[config.mk]
export PLATFORM = sky130hd
export DESIGN_NAME = touchpad_gesture_classifier
export DESIGN_NICKNAME = d
export VERILOG_FILES = /design/src/sv/tgc_pkg.sv /design/src/sv/tgc_front.sv /design/src/sv/tgc_queue.sv /design/src/sv/tgc_back.sv /design/src/sv/touchpad_gesture_classifier.sv
export SDC_FILE = /design/constraint.sdc
export NUM_CORES = 2
export LEC_CHECK = 0
export BUFFER_PORTS_ARGS = -buffer_cell sky130_fd_sc_hd__buf_2
export CORE_ASPECT_RATIO = 0.75
export CORE_MARGIN = 1
export CORE_UTILIZATION = 30
export DETAILED_ROUTE_END_ITERATION = 16
export PLACE_DENSITY = 0.46
export SLEW_MARGIN = 30
export SYNTH_ARGS = -nofsm -noshare
export SYNTH_HDL_FRONTEND = slang
export SYNTH_SLANG_ARGS = --single-unit
[constraint.sdc]
create_clock -name aclk -period 18.75 [get_ports aclk]
set_input_delay 4.6875 -clock aclk [delete_from_list [all_inputs] [get_ports aclk]]
set_output_delay 4.6875 -clock aclk [all_outputs]
set_load 0.02 [all_outputs]
[src/sv/tgc_pkg.sv]
// Shared types, codes and arithmetic helpers of the touchpad gesture classifier.
`default_nettype none
package tgc_pkg;

    localparam int ACC_WIDTH   = 24;
    localparam int DELTA_WIDTH = 16;
    localparam int SCALE_WIDTH = 16;
    localparam int THR_WIDTH   = 16;
    localparam int RATIO_WIDTH = 10;
    localparam int PROD_WIDTH  = SCALE_WIDTH + RATIO_WIDTH;
    localparam int CFG_IDX_W   = 1;
    localparam int CFG_DATA_W  = 16;
    localparam int QUEUE_DEPTH = 2;
    localparam int QPTR_W      = $clog2(QUEUE_DEPTH);
    localparam int QCNT_W      = $clog2(QUEUE_DEPTH + 1);

    localparam logic [THR_WIDTH-1:0]   THR_RESET   = THR_WIDTH'(320);
    localparam logic [RATIO_WIDTH-1:0] RATIO_RESET = RATIO_WIDTH'(384);
    localparam logic [SCALE_WIDTH-1:0] SCALE_UNITY = SCALE_WIDTH'(256);

    localparam logic [CFG_IDX_W-1:0] CFG_SWIPE_THRESHOLD = CFG_IDX_W'(0);
    localparam logic [CFG_IDX_W-1:0] CFG_PINCH_RATIO     = CFG_IDX_W'(1);

    localparam logic [2:0] REQ_SWIPE_BEGIN  = 3'd0;
    localparam logic [2:0] REQ_SWIPE_UPDATE = 3'd1;
    localparam logic [2:0] REQ_SWIPE_END    = 3'd2;
    localparam logic [2:0] REQ_PINCH_BEGIN  = 3'd3;
    localparam logic [2:0] REQ_PINCH_UPDATE = 3'd4;
    localparam logic [2:0] REQ_PINCH_END    = 3'd5;

    localparam logic [2:0] CMD_NONE         = 3'd0;
    localparam logic [2:0] CMD_BEGIN        = 3'd1;
    localparam logic [2:0] CMD_SWIPE_UPDATE = 3'd2;
    localparam logic [2:0] CMD_SWIPE_END    = 3'd3;
    localparam logic [2:0] CMD_PINCH_UPDATE = 3'd4;
    localparam logic [2:0] CMD_PINCH_END    = 3'd5;

    localparam logic KIND_SWIPE = 1'b0;
    localparam logic KIND_PINCH = 1'b1;

    localparam logic [1:0] PHASE_UPDATE    = 2'd0;
    localparam logic [1:0] PHASE_FINISHED  = 2'd1;
    localparam logic [1:0] PHASE_CANCELLED = 2'd2;

    localparam logic [2:0] DIR_NONE     = 3'd0;
    localparam logic [2:0] DIR_LEFT     = 3'd1;
    localparam logic [2:0] DIR_RIGHT    = 3'd2;
    localparam logic [2:0] DIR_UP       = 3'd3;
    localparam logic [2:0] DIR_DOWN     = 3'd4;
    localparam logic [2:0] DIR_ZOOM_IN  = 3'd5;
    localparam logic [2:0] DIR_ZOOM_OUT = 3'd6;

    typedef logic signed [ACC_WIDTH-1:0] acc_t;
    typedef logic        [ACC_WIDTH-1:0] mag_t;

    typedef struct packed {
        logic [2:0]                    req_type;
        logic [2:0]                    finger_count;
        logic                          cancelled;
        logic signed [DELTA_WIDTH-1:0] delta_x;
        logic signed [DELTA_WIDTH-1:0] delta_y;
        logic [SCALE_WIDTH-1:0]        scale;
    } in_item_t;

    typedef struct packed {
        logic       gesture_kind;
        logic [2:0] fingers;
        logic [1:0] phase;
        logic [2:0] direction;
    } out_item_t;

    typedef struct packed {
        logic [2:0]                    cmd;
        logic [2:0]                    fingers;
        logic                          cancelled;
        logic signed [DELTA_WIDTH-1:0] delta_x;
        logic signed [DELTA_WIDTH-1:0] delta_y;
        logic [SCALE_WIDTH-1:0]        scale;
    } cmd_item_t;

    function automatic acc_t sat_add(acc_t a, logic signed [DELTA_WIDTH-1:0] d);
        logic signed [ACC_WIDTH:0] s;
        acc_t                      r;
        s = {a[ACC_WIDTH-1], a} + {{(ACC_WIDTH + 1 - DELTA_WIDTH){d[DELTA_WIDTH-1]}}, d};
        if (s[ACC_WIDTH] != s[ACC_WIDTH-1]) begin
            r = s[ACC_WIDTH] ? {1'b1, {(ACC_WIDTH-1){1'b0}}} : {1'b0, {(ACC_WIDTH-1){1'b1}}};
        end else begin
            r = s[ACC_WIDTH-1:0];
        end
        return r;
    endfunction

    function automatic mag_t magnitude(acc_t a);
        return a[ACC_WIDTH-1] ? mag_t'(~a + 1'b1) : mag_t'(a);
    endfunction

endpackage
`default_nettype wire

[src/sv/tgc_front.sv]
// Front end: accepts input beats and turns each request type into a queue command.
`default_nettype none
module tgc_front (
    input  wire tgc_pkg::in_item_t  s_data,
    input  wire                     s_valid,
    output logic                    s_ready,
    input  wire                     q_ready,
    output logic                    q_push,
    output tgc_pkg::cmd_item_t      q_entry
);
    import tgc_pkg::*;

    logic [2:0] cmd;

    always_comb begin
        unique case (s_data.req_type) inside
            REQ_SWIPE_BEGIN, REQ_PINCH_BEGIN: cmd = CMD_BEGIN;
            REQ_SWIPE_UPDATE:                 cmd = CMD_SWIPE_UPDATE;
            REQ_SWIPE_END:                    cmd = CMD_SWIPE_END;
            REQ_PINCH_UPDATE:                 cmd = CMD_PINCH_UPDATE;
            REQ_PINCH_END:                    cmd = CMD_PINCH_END;
            default:                          cmd = CMD_NONE;
        endcase
    end

    // Unused request types are taken and dropped here.
    assign s_ready = q_ready;
    assign q_push  = s_valid && q_ready && (cmd != CMD_NONE);

    always_comb begin
        q_entry.cmd       = cmd;
        q_entry.fingers   = s_data.finger_count;
        q_entry.cancelled = s_data.cancelled;
        q_entry.delta_x   = s_data.delta_x;
        q_entry.delta_y   = s_data.delta_y;
        q_entry.scale     = s_data.scale;
    end

endmodule
`default_nettype wire

[src/sv/tgc_queue.sv]
// Short command queue that decouples the front end from the gesture engine.
`default_nettype none
module tgc_queue (
    input  wire                       aclk,
    input  wire                       aresetn,
    input  wire                       push,
    input  wire tgc_pkg::cmd_item_t   push_entry,
    output logic                      push_ready,
    input  wire                       pop,
    output logic                      pop_valid,
    output tgc_pkg::cmd_item_t        pop_entry
);
    import tgc_pkg::*;

    cmd_item_t         entries_reg [QUEUE_DEPTH];
    logic [QPTR_W-1:0] wr_ptr_reg, wr_ptr_next;
    logic [QPTR_W-1:0] rd_ptr_reg, rd_ptr_next;
    logic [QCNT_W-1:0] count_reg, count_next;
    logic              do_push, do_pop;

    assign push_ready = (count_reg != QCNT_W'(QUEUE_DEPTH));
    assign pop_valid  = (count_reg != '0);
    assign pop_entry  = entries_reg[rd_ptr_reg];
    assign do_push    = push && push_ready;
    assign do_pop     = pop && pop_valid;

    always_comb begin
        wr_ptr_next = do_push ? QPTR_W'(wr_ptr_reg + 1'b1) : wr_ptr_reg;
        rd_ptr_next = do_pop ? QPTR_W'(rd_ptr_reg + 1'b1) : rd_ptr_reg;
        count_next  = count_reg;
        if (do_push && !do_pop) begin
            count_next = QCNT_W'(count_reg + 1'b1);
        end else if (do_pop && !do_push) begin
            count_next = QCNT_W'(count_reg - 1'b1);
        end
    end

    always_ff @(posedge aclk) begin
        if (!aresetn) begin
            wr_ptr_reg <= '0;
            rd_ptr_reg <= '0;
            count_reg  <= '0;
        end else begin
            wr_ptr_reg <= wr_ptr_next;
            rd_ptr_reg <= rd_ptr_next;
            count_reg  <= count_next;
        end
    end

    always_ff @(posedge aclk) begin
        if (do_push) begin
            entries_reg[wr_ptr_reg] <= push_entry;
        end
    end

endmodule
`default_nettype wire

[src/sv/tgc_back.sv]
// Gesture engine: accumulators, pinch reference, configuration and the result register.
`default_nettype none
module tgc_back (
    input  wire                                 aclk,
    input  wire                                 aresetn,
    input  wire                                 cfg_write,
    input  wire [tgc_pkg::CFG_IDX_W-1:0]        cfg_index,
    input  wire [tgc_pkg::CFG_DATA_W-1:0]       cfg_data,
    input  wire                                 q_valid,
    input  wire tgc_pkg::cmd_item_t             q_entry,
    output logic                                q_pop,
    output logic                                m_valid,
    input  wire                                 m_ready,
    output tgc_pkg::out_item_t                  m_data
);
    import tgc_pkg::*;

    logic [THR_WIDTH-1:0]   thr_reg;
    logic [RATIO_WIDTH-1:0] ratio_reg;

    acc_t                   total_x_reg, total_x_next;
    acc_t                   total_y_reg, total_y_next;
    acc_t                   step_x_reg, step_x_next;
    acc_t                   step_y_reg, step_y_next;
    logic [2:0]             fingers_reg, fingers_next;
    logic [SCALE_WIDTH-1:0] cur_scale_reg, cur_scale_next;
    logic [SCALE_WIDTH-1:0] ref_scale_reg, ref_scale_next;
    logic                   ref_valid_reg, ref_valid_next;

    logic                   m_valid_reg, m_valid_next;
    out_item_t              m_data_reg, m_data_next;

    acc_t                   sum_tx, sum_ty, sum_sx, sum_sy;
    mag_t                   mag_sx, mag_sy, mag_tx, mag_ty, thr_ext;
    logic signed [ACC_WIDTH:0] thr_pos, thr_neg, tx_ext, ty_ext;
    logic [PROD_WIDTH-1:0]  sc_shift, ref_shift, ratio_ref, ratio_sc;
    logic                   step_fire, pinch_fire, has_result;
    logic [2:0]             step_dir, end_dir;
    out_item_t              result;

    assign q_pop   = q_valid && (!m_valid_reg || m_ready);
    assign m_valid = m_valid_reg;
    assign m_data  = m_data_reg;

    always_comb begin
        sum_tx  = sat_add(total_x_reg, q_entry.delta_x);
        sum_ty  = sat_add(total_y_reg, q_entry.delta_y);
        sum_sx  = sat_add(step_x_reg, q_entry.delta_x);
        sum_sy  = sat_add(step_y_reg, q_entry.delta_y);
        mag_sx  = magnitude(sum_sx);
        mag_sy  = magnitude(sum_sy);
        mag_tx  = magnitude(total_x_reg);
        mag_ty  = magnitude(total_y_reg);
        thr_ext = {{(ACC_WIDTH - THR_WIDTH){1'b0}}, thr_reg};
        thr_pos = {1'b0, thr_ext};
        thr_neg = -thr_pos;
        tx_ext  = {total_x_reg[ACC_WIDTH-1], total_x_reg};
        ty_ext  = {total_y_reg[ACC_WIDTH-1], total_y_reg};

        step_fire = (mag_sx > thr_ext) || (mag_sy > thr_ext);
        if (mag_sx > mag_sy) begin
            step_dir = (!sum_sx[ACC_WIDTH-1] && (sum_sx != '0)) ? DIR_RIGHT : DIR_LEFT;
        end else begin
            step_dir = (!sum_sy[ACC_WIDTH-1] && (sum_sy != '0)) ? DIR_DOWN : DIR_UP;
        end

        if (mag_tx > mag_ty) begin
            end_dir = (tx_ext > thr_pos) ? DIR_RIGHT : ((tx_ext < thr_neg) ? DIR_LEFT : DIR_NONE);
        end else begin
            end_dir = (ty_ext > thr_pos) ? DIR_DOWN : ((ty_ext < thr_neg) ? DIR_UP : DIR_NONE);
        end

        sc_shift   = {{(RATIO_WIDTH - 8){1'b0}}, q_entry.scale, 8'd0};
        ref_shift  = {{(RATIO_WIDTH - 8){1'b0}}, ref_scale_reg, 8'd0};
        ratio_ref  = PROD_WIDTH'(ratio_reg) * PROD_WIDTH'(ref_scale_reg);
        ratio_sc   = PROD_WIDTH'(ratio_reg) * PROD_WIDTH'(q_entry.scale);
        pinch_fire = (sc_shift > ratio_ref) || (ref_shift > ratio_sc);
    end

    always_comb begin
        total_x_next   = total_x_reg;
        total_y_next   = total_y_reg;
        step_x_next    = step_x_reg;
        step_y_next    = step_y_reg;
        fingers_next   = fingers_reg;
        cur_scale_next = cur_scale_reg;
        ref_scale_next = ref_scale_reg;
        ref_valid_next = ref_valid_reg;
        has_result     = 1'b0;
        result         = '{gesture_kind: KIND_SWIPE, fingers: fingers_reg,
                           phase: PHASE_UPDATE, direction: DIR_NONE};

        case (q_entry.cmd) inside
            CMD_BEGIN: begin
                total_x_next   = '0;
                total_y_next   = '0;
                step_x_next    = '0;
                step_y_next    = '0;
                fingers_next   = q_entry.fingers;
                cur_scale_next = '0;
                ref_scale_next = '0;
                ref_valid_next = 1'b0;
            end
            CMD_SWIPE_UPDATE: begin
                total_x_next = sum_tx;
                total_y_next = sum_ty;
                step_x_next  = sum_sx;
                step_y_next  = sum_sy;
                if (step_fire) begin
                    has_result       = 1'b1;
                    result.direction = step_dir;
                    step_x_next      = '0;
                    step_y_next      = '0;
                end
            end
            CMD_SWIPE_END, CMD_PINCH_END: begin
                has_result     = 1'b1;
                result.fingers = q_entry.fingers;
                if (q_entry.cmd == CMD_SWIPE_END) begin
                    result.gesture_kind = KIND_SWIPE;
                    if (q_entry.cancelled) begin
                        result.phase = PHASE_CANCELLED;
                    end else begin
                        result.phase     = PHASE_FINISHED;
                        result.direction = end_dir;
                    end
                end else begin
                    result.gesture_kind = KIND_PINCH;
                    if (!q_entry.cancelled || (cur_scale_reg != '0)) begin
                        result.phase     = PHASE_FINISHED;
                        result.direction = (cur_scale_reg > SCALE_UNITY) ? DIR_ZOOM_IN
                                                                          : DIR_ZOOM_OUT;
                    end else begin
                        result.phase = PHASE_CANCELLED;
                    end
                end
                total_x_next   = '0;
                total_y_next   = '0;
                step_x_next    = '0;
                step_y_next    = '0;
                fingers_next   = '0;
                cur_scale_next = '0;
                ref_scale_next = '0;
                ref_valid_next = 1'b0;
            end
            CMD_PINCH_UPDATE: begin
                cur_scale_next = q_entry.scale;
                if (!ref_valid_reg) begin
                    ref_scale_next = q_entry.scale;
                    ref_valid_next = 1'b1;
                end else if (pinch_fire) begin
                    has_result          = 1'b1;
                    result.gesture_kind = KIND_PINCH;
                    result.direction    = (q_entry.scale > ref_scale_reg) ? DIR_ZOOM_IN
                                                                          : DIR_ZOOM_OUT;
                    ref_scale_next      = q_entry.scale;
                end
            end
            default: begin
            end
        endcase
    end

    always_comb begin
        m_valid_next = m_valid_reg && !m_ready;
        m_data_next  = m_data_reg;
        if (q_pop && has_result) begin
            m_valid_next = 1'b1;
            m_data_next  = result;
        end
    end

    always_ff @(posedge aclk) begin
        if (!aresetn) begin
            thr_reg       <= THR_RESET;
            ratio_reg     <= RATIO_RESET;
            total_x_reg   <= '0;
            total_y_reg   <= '0;
            step_x_reg    <= '0;
            step_y_reg    <= '0;
            fingers_reg   <= '0;
            cur_scale_reg <= '0;
            ref_scale_reg <= '0;
            ref_valid_reg <= 1'b0;
            m_valid_reg   <= 1'b0;
        end else begin
            if (cfg_write && (cfg_index == CFG_SWIPE_THRESHOLD)) begin
                thr_reg <= cfg_data[THR_WIDTH-1:0];
            end
            if (cfg_write && (cfg_index == CFG_PINCH_RATIO)) begin
                ratio_reg <= cfg_data[RATIO_WIDTH-1:0];
            end
            if (q_pop) begin
                total_x_reg   <= total_x_next;
                total_y_reg   <= total_y_next;
                step_x_reg    <= step_x_next;
                step_y_reg    <= step_y_next;
                fingers_reg   <= fingers_next;
                cur_scale_reg <= cur_scale_next;
                ref_scale_reg <= ref_scale_next;
                ref_valid_reg <= ref_valid_next;
            end
            m_valid_reg <= m_valid_next;
        end
    end

    always_ff @(posedge aclk) begin
        m_data_reg <= m_data_next;
    end

endmodule
`default_nettype wire

[src/sv/touchpad_gesture_classifier.sv]
// Top level of the touchpad gesture classifier.
// The block takes one gesture event beat per cycle on s_ while its command queue has room
// and gives at most one classified result beat per event on m_, in event order.
// An event is decoded and written into a two-entry command queue at the edge where it
// is accepted; the gesture engine takes one command per cycle from that queue while its
// result register is free or being read by m_ready, updates the swipe accumulators or
// the pinch reference, and loads its result register at the next edge.
// Throughput is one event per cycle, limited only by the single-command-per-cycle gesture
// engine and by m_ready. Configuration writes (index 0 swipe threshold, index 1 pinch
// ratio) are always accepted and should be issued only while no event is in flight.
`default_nettype none
module touchpad_gesture_classifier (
    input  wire                             aclk,
    input  wire                             aresetn,
    input  wire                             s_valid,
    output logic                            s_ready,
    input  wire tgc_pkg::in_item_t          s_data,
    output logic                            m_valid,
    input  wire                             m_ready,
    output tgc_pkg::out_item_t              m_data,
    input  wire                             cfg_valid,
    output logic                            cfg_ready,
    input  wire [tgc_pkg::CFG_IDX_W-1:0]    cfg_index,
    input  wire [tgc_pkg::CFG_DATA_W-1:0]   cfg_data
);
    import tgc_pkg::*;

    logic      q_ready, q_push, q_valid, q_pop;
    cmd_item_t push_entry, pop_entry;

    assign cfg_ready = 1'b1;

    tgc_front u_front (
        .s_data  (s_data),
        .s_valid (s_valid),
        .s_ready (s_ready),
        .q_ready (q_ready),
        .q_push  (q_push),
        .q_entry (push_entry)
    );

    tgc_queue u_queue (
        .aclk       (aclk),
        .aresetn    (aresetn),
        .push       (q_push),
        .push_entry (push_entry),
        .push_ready (q_ready),
        .pop        (q_pop),
        .pop_valid  (q_valid),
        .pop_entry  (pop_entry)
    );

    tgc_back u_back (
        .aclk      (aclk),
        .aresetn   (aresetn),
        .cfg_write (cfg_valid && cfg_ready),
        .cfg_index (cfg_index),
        .cfg_data  (cfg_data),
        .q_valid   (q_valid),
        .q_entry   (pop_entry),
        .q_pop     (q_pop),
        .m_valid   (m_valid),
        .m_ready   (m_ready),
        .m_data    (m_data)
    );

endmodule
`default_nettype wire
==> results.toml <==
[floorplanning]
dieHeight_um = 293
initial_core_util = 0.303
core_mm2 = 0.112
die_w_um = 390
rows = 106
io-pin-count = 89
die_area_mm2 = 0.114

[min_path]
min-delay-start = "u_back.thr_reg[11]"
holdPathEnd = "u_back.thr_reg[11]"
hold_path_class = "reg2reg"
whs_path_depth = 2

[grt]
track_usage = 0.194
grt_pass1_vias = 27100
grt_pass1_wl_mm = 171
grt_overflow = 0
antenna_found_initial = 3
grt_max_degree = 71

[setup_path]
timing.rr.end = "u_back.m_data[1]"
slowest_stage = "nor3_1"
critical-path-max-stage-delay_ns = 0.75
critPathLaunchType = "flop"
end_kind = "flop"
crit_arrival_ns = 10.91
cp_common_cell = "a21o_1"
cp_max_fo = 47
r2r.worst_path.cells = 35
crit_type = "reg2reg"
required_ns = 19.10
regToRegSetupSlack_ns = 8.19

[clocking]
cts_setup_buffers = 0
numCtsBuffers = 38
cts_sinks = 283
htree_levels = 2
clock_latency_ns = 0.60
ctsResizeCount = 0
path_clk_slew_ns = 0.06
cts_tree = "yes"
cts_buffer_depth = 3
cts_root_buf = "clkbuf_16"
ctsHoldBuffers = 0

[pwr]
p_per_area_mw_per_mm2 = 130
power.leakage_uw = 0.0171
peakVddDrop_mv = 0.0725

[yosys]
netlist_instances = 3958
synth_top_area_cell = "ha_1"
syn_avg_cell_area_um2 = 8.57
synth_edf_count = 119
synth_ff_type = "dfxtp_1"
synthDistinctLibCells = 91
ys_seq_area_frac = 0.202
syn_area_mm2 = 0.0339
ys_top_cells_by_area = "ha_1, fa_1, edfxtp_1"
synth_nets = 4695
postSynth.asyncResetShare = 0
yosys_warnings = 0
synth-seq-cells = 283
synth_top_area_share = 0.161

[layout]
final_cells = 5501
final_util = 0.333
drive_gt1_frac = 0.0755
area_growth_pct = 9.85
finalNetCount = 4696
largest_register_ffs = 110

[timing]
rsz0062_at_grt = "false"
relSlewSlack = 0.296
max_freq_ghz = 0.0947
tns_ns = 0
worstMarginPinSlew_ns = 1.05
hold_violations = 0
min_period_ns = 10.56
final.setup_skew_ns = 0.0489
maxSlewViolCount = 0
setup_ws_ns = 8.19
setup_violations = 0
fin_crit_sh = 0.563

[run]
maxCapViolCount = 0

[drt]
ant_nets = 0
dr.first_iter.drc_count = 2475
viasPerCell = 5.21
vias = 28700
wl_per_cell_um = 20.3
drtPass1Iterations = 6
drc_errors = 0
totalWireLength_mm = 112

[placement]
routabilityCongestion = 0.858
dp_hpwl_mm = 85.2
place_ws_ns = 8.22
dp_cells = 5429
io_buffers = 87

[status]
status = "finished clean"
[worst max-delay path, delay by kind of cell, from the launching register on]
family	cells	cell delay (ns)
AO/OA/AOI/OAI	21	5.38
adder cells (fa/ha/maj)	5	1.53
AND/OR/NAND/NOR	3	1.00
buffers and inverters	4	0.94
flip-flops	1	0.72
multiplexers	2	0.68
[cell families after synthesis]
family	count (synthesis)	synth area share
and+or+nand+nor	1269	0.184
AOI/OAI and AO/OA	969	0.191
adders and majority gates	660	0.293
buffers and inverters	524	0.0599
DFF	283	0.202
xor gates and xnor gates	172	0.0444
muxes	80	0.0257
other	1	0.000111
[power by group]
group / switching, µW / total (µW) / internal [µW]
clock: 317 / 770 / 454
combinational: 1990 / 3230 / 1240
sequential: 109 / 829 / 721
[how the worst max path moves through the flow]
| stage | end | start | slack, ns | cells after the start |
|---|---|---|---|---|
| 6_report | u_back.m_data[1] | flop | 8.19 | 35 |
| 3_5_place_dp | u_back.step_y_reg[12] | flop | 8.22 | 34 |
| 5_1_grt | u_back.m_data[1] | flop | 7.46 | 35 |
| 4_1_cts | u_back.step_y_reg[11] | flop | 8.18 | 34 |
| 3_3_place_gp | u_back.m_data[6] | flop | 8.49 | 32 |
| 2_1_floorplan | u_back.m_data[0] | flop | 9.11 | 39 |
[synthesized netlist by cell type (all sizes together), types with 8 or more instances]
cell	count
nor3	59
o41ai	15
inv	352
xnor2	103
buf	25
dfxtp	164
a21o	103
a211o	20
a22o	36
o31ai	24
or4	11
o21ai	194
or2	22
o211ai	29
or3	19
mux2	56
xor2	69
fa	224
nor2b	48
nor4	30
o211a	8
nand2b	36
o31a	10
a21oi	253
o21a	51
and2	164
nor2	269
nor3b	16
clkbuf	145
ha	436
nand4	52
mux2i	24
and4	11
nand2	424
o22ai	8
a22oi	8
and3	22
a2111oi	10
edfxtp	119
o21bai	30
a31oi	31
a211oi	28
a21boi	10
nand3	60
a32o	25
[placed cells by master, fill, tap and decap left out, drive strengths merged, types with 52 or more instances in the layout]
cell	count
fa	224
inv	356
xor2	69
dfxtp	164
nor3	59
edfxtp	119
a21o	103
nand2	424
a21oi	253
nand4	52
and2	164
o21ai	194
nor2	269
mux2	56
nand3	60
ha	436
xnor2	103
buf	131
[layout make-up]
| type | instances | area [µm²] |
|---|---|---|
| inverters | 354 | 1330 |
| clock buffers | 47 | 1010 |
| diodes | 1 | 2.50 |
| well taps | 1512 | 1890 |
| clock inverters | 22 | 268 |
| multi-input cells | 3151 | 25100 |
| flip-flops and latches | 283 | 6860 |
| fillers | 11700 | 74500 |
| repair buffers | 131 | 810 |
[per-layer routing]
| layer | GRT usage | part of all wire | wire length (µm) |
|---|---|---|---|
| met1 | 0.324 | 0.55 | 61500 |
| met2 | 0.251 | 0.37 | 41100 |
| met3 | 0.0284 | 0.061 | 6780 |
| met4 | 0.0425 | 0.021 | 2300 |
| met5 | 0 | 0.000098 | 11 |
[metrics by stage]
step | hold WS (ns) | cell area (µm²) | power [µW]
CTS | 0.466 | 37200 | 4830
global placement | 0.449 | 35900 | 4040
floorplan | 0.426 | 33900 | 3140
detailed placement | 0.454 | 35900 | 4030
global route | 0.500 | 37300 | 5300
finish | 0.467 | 37300 | 4830
Power figures use the tool's default switching activity.
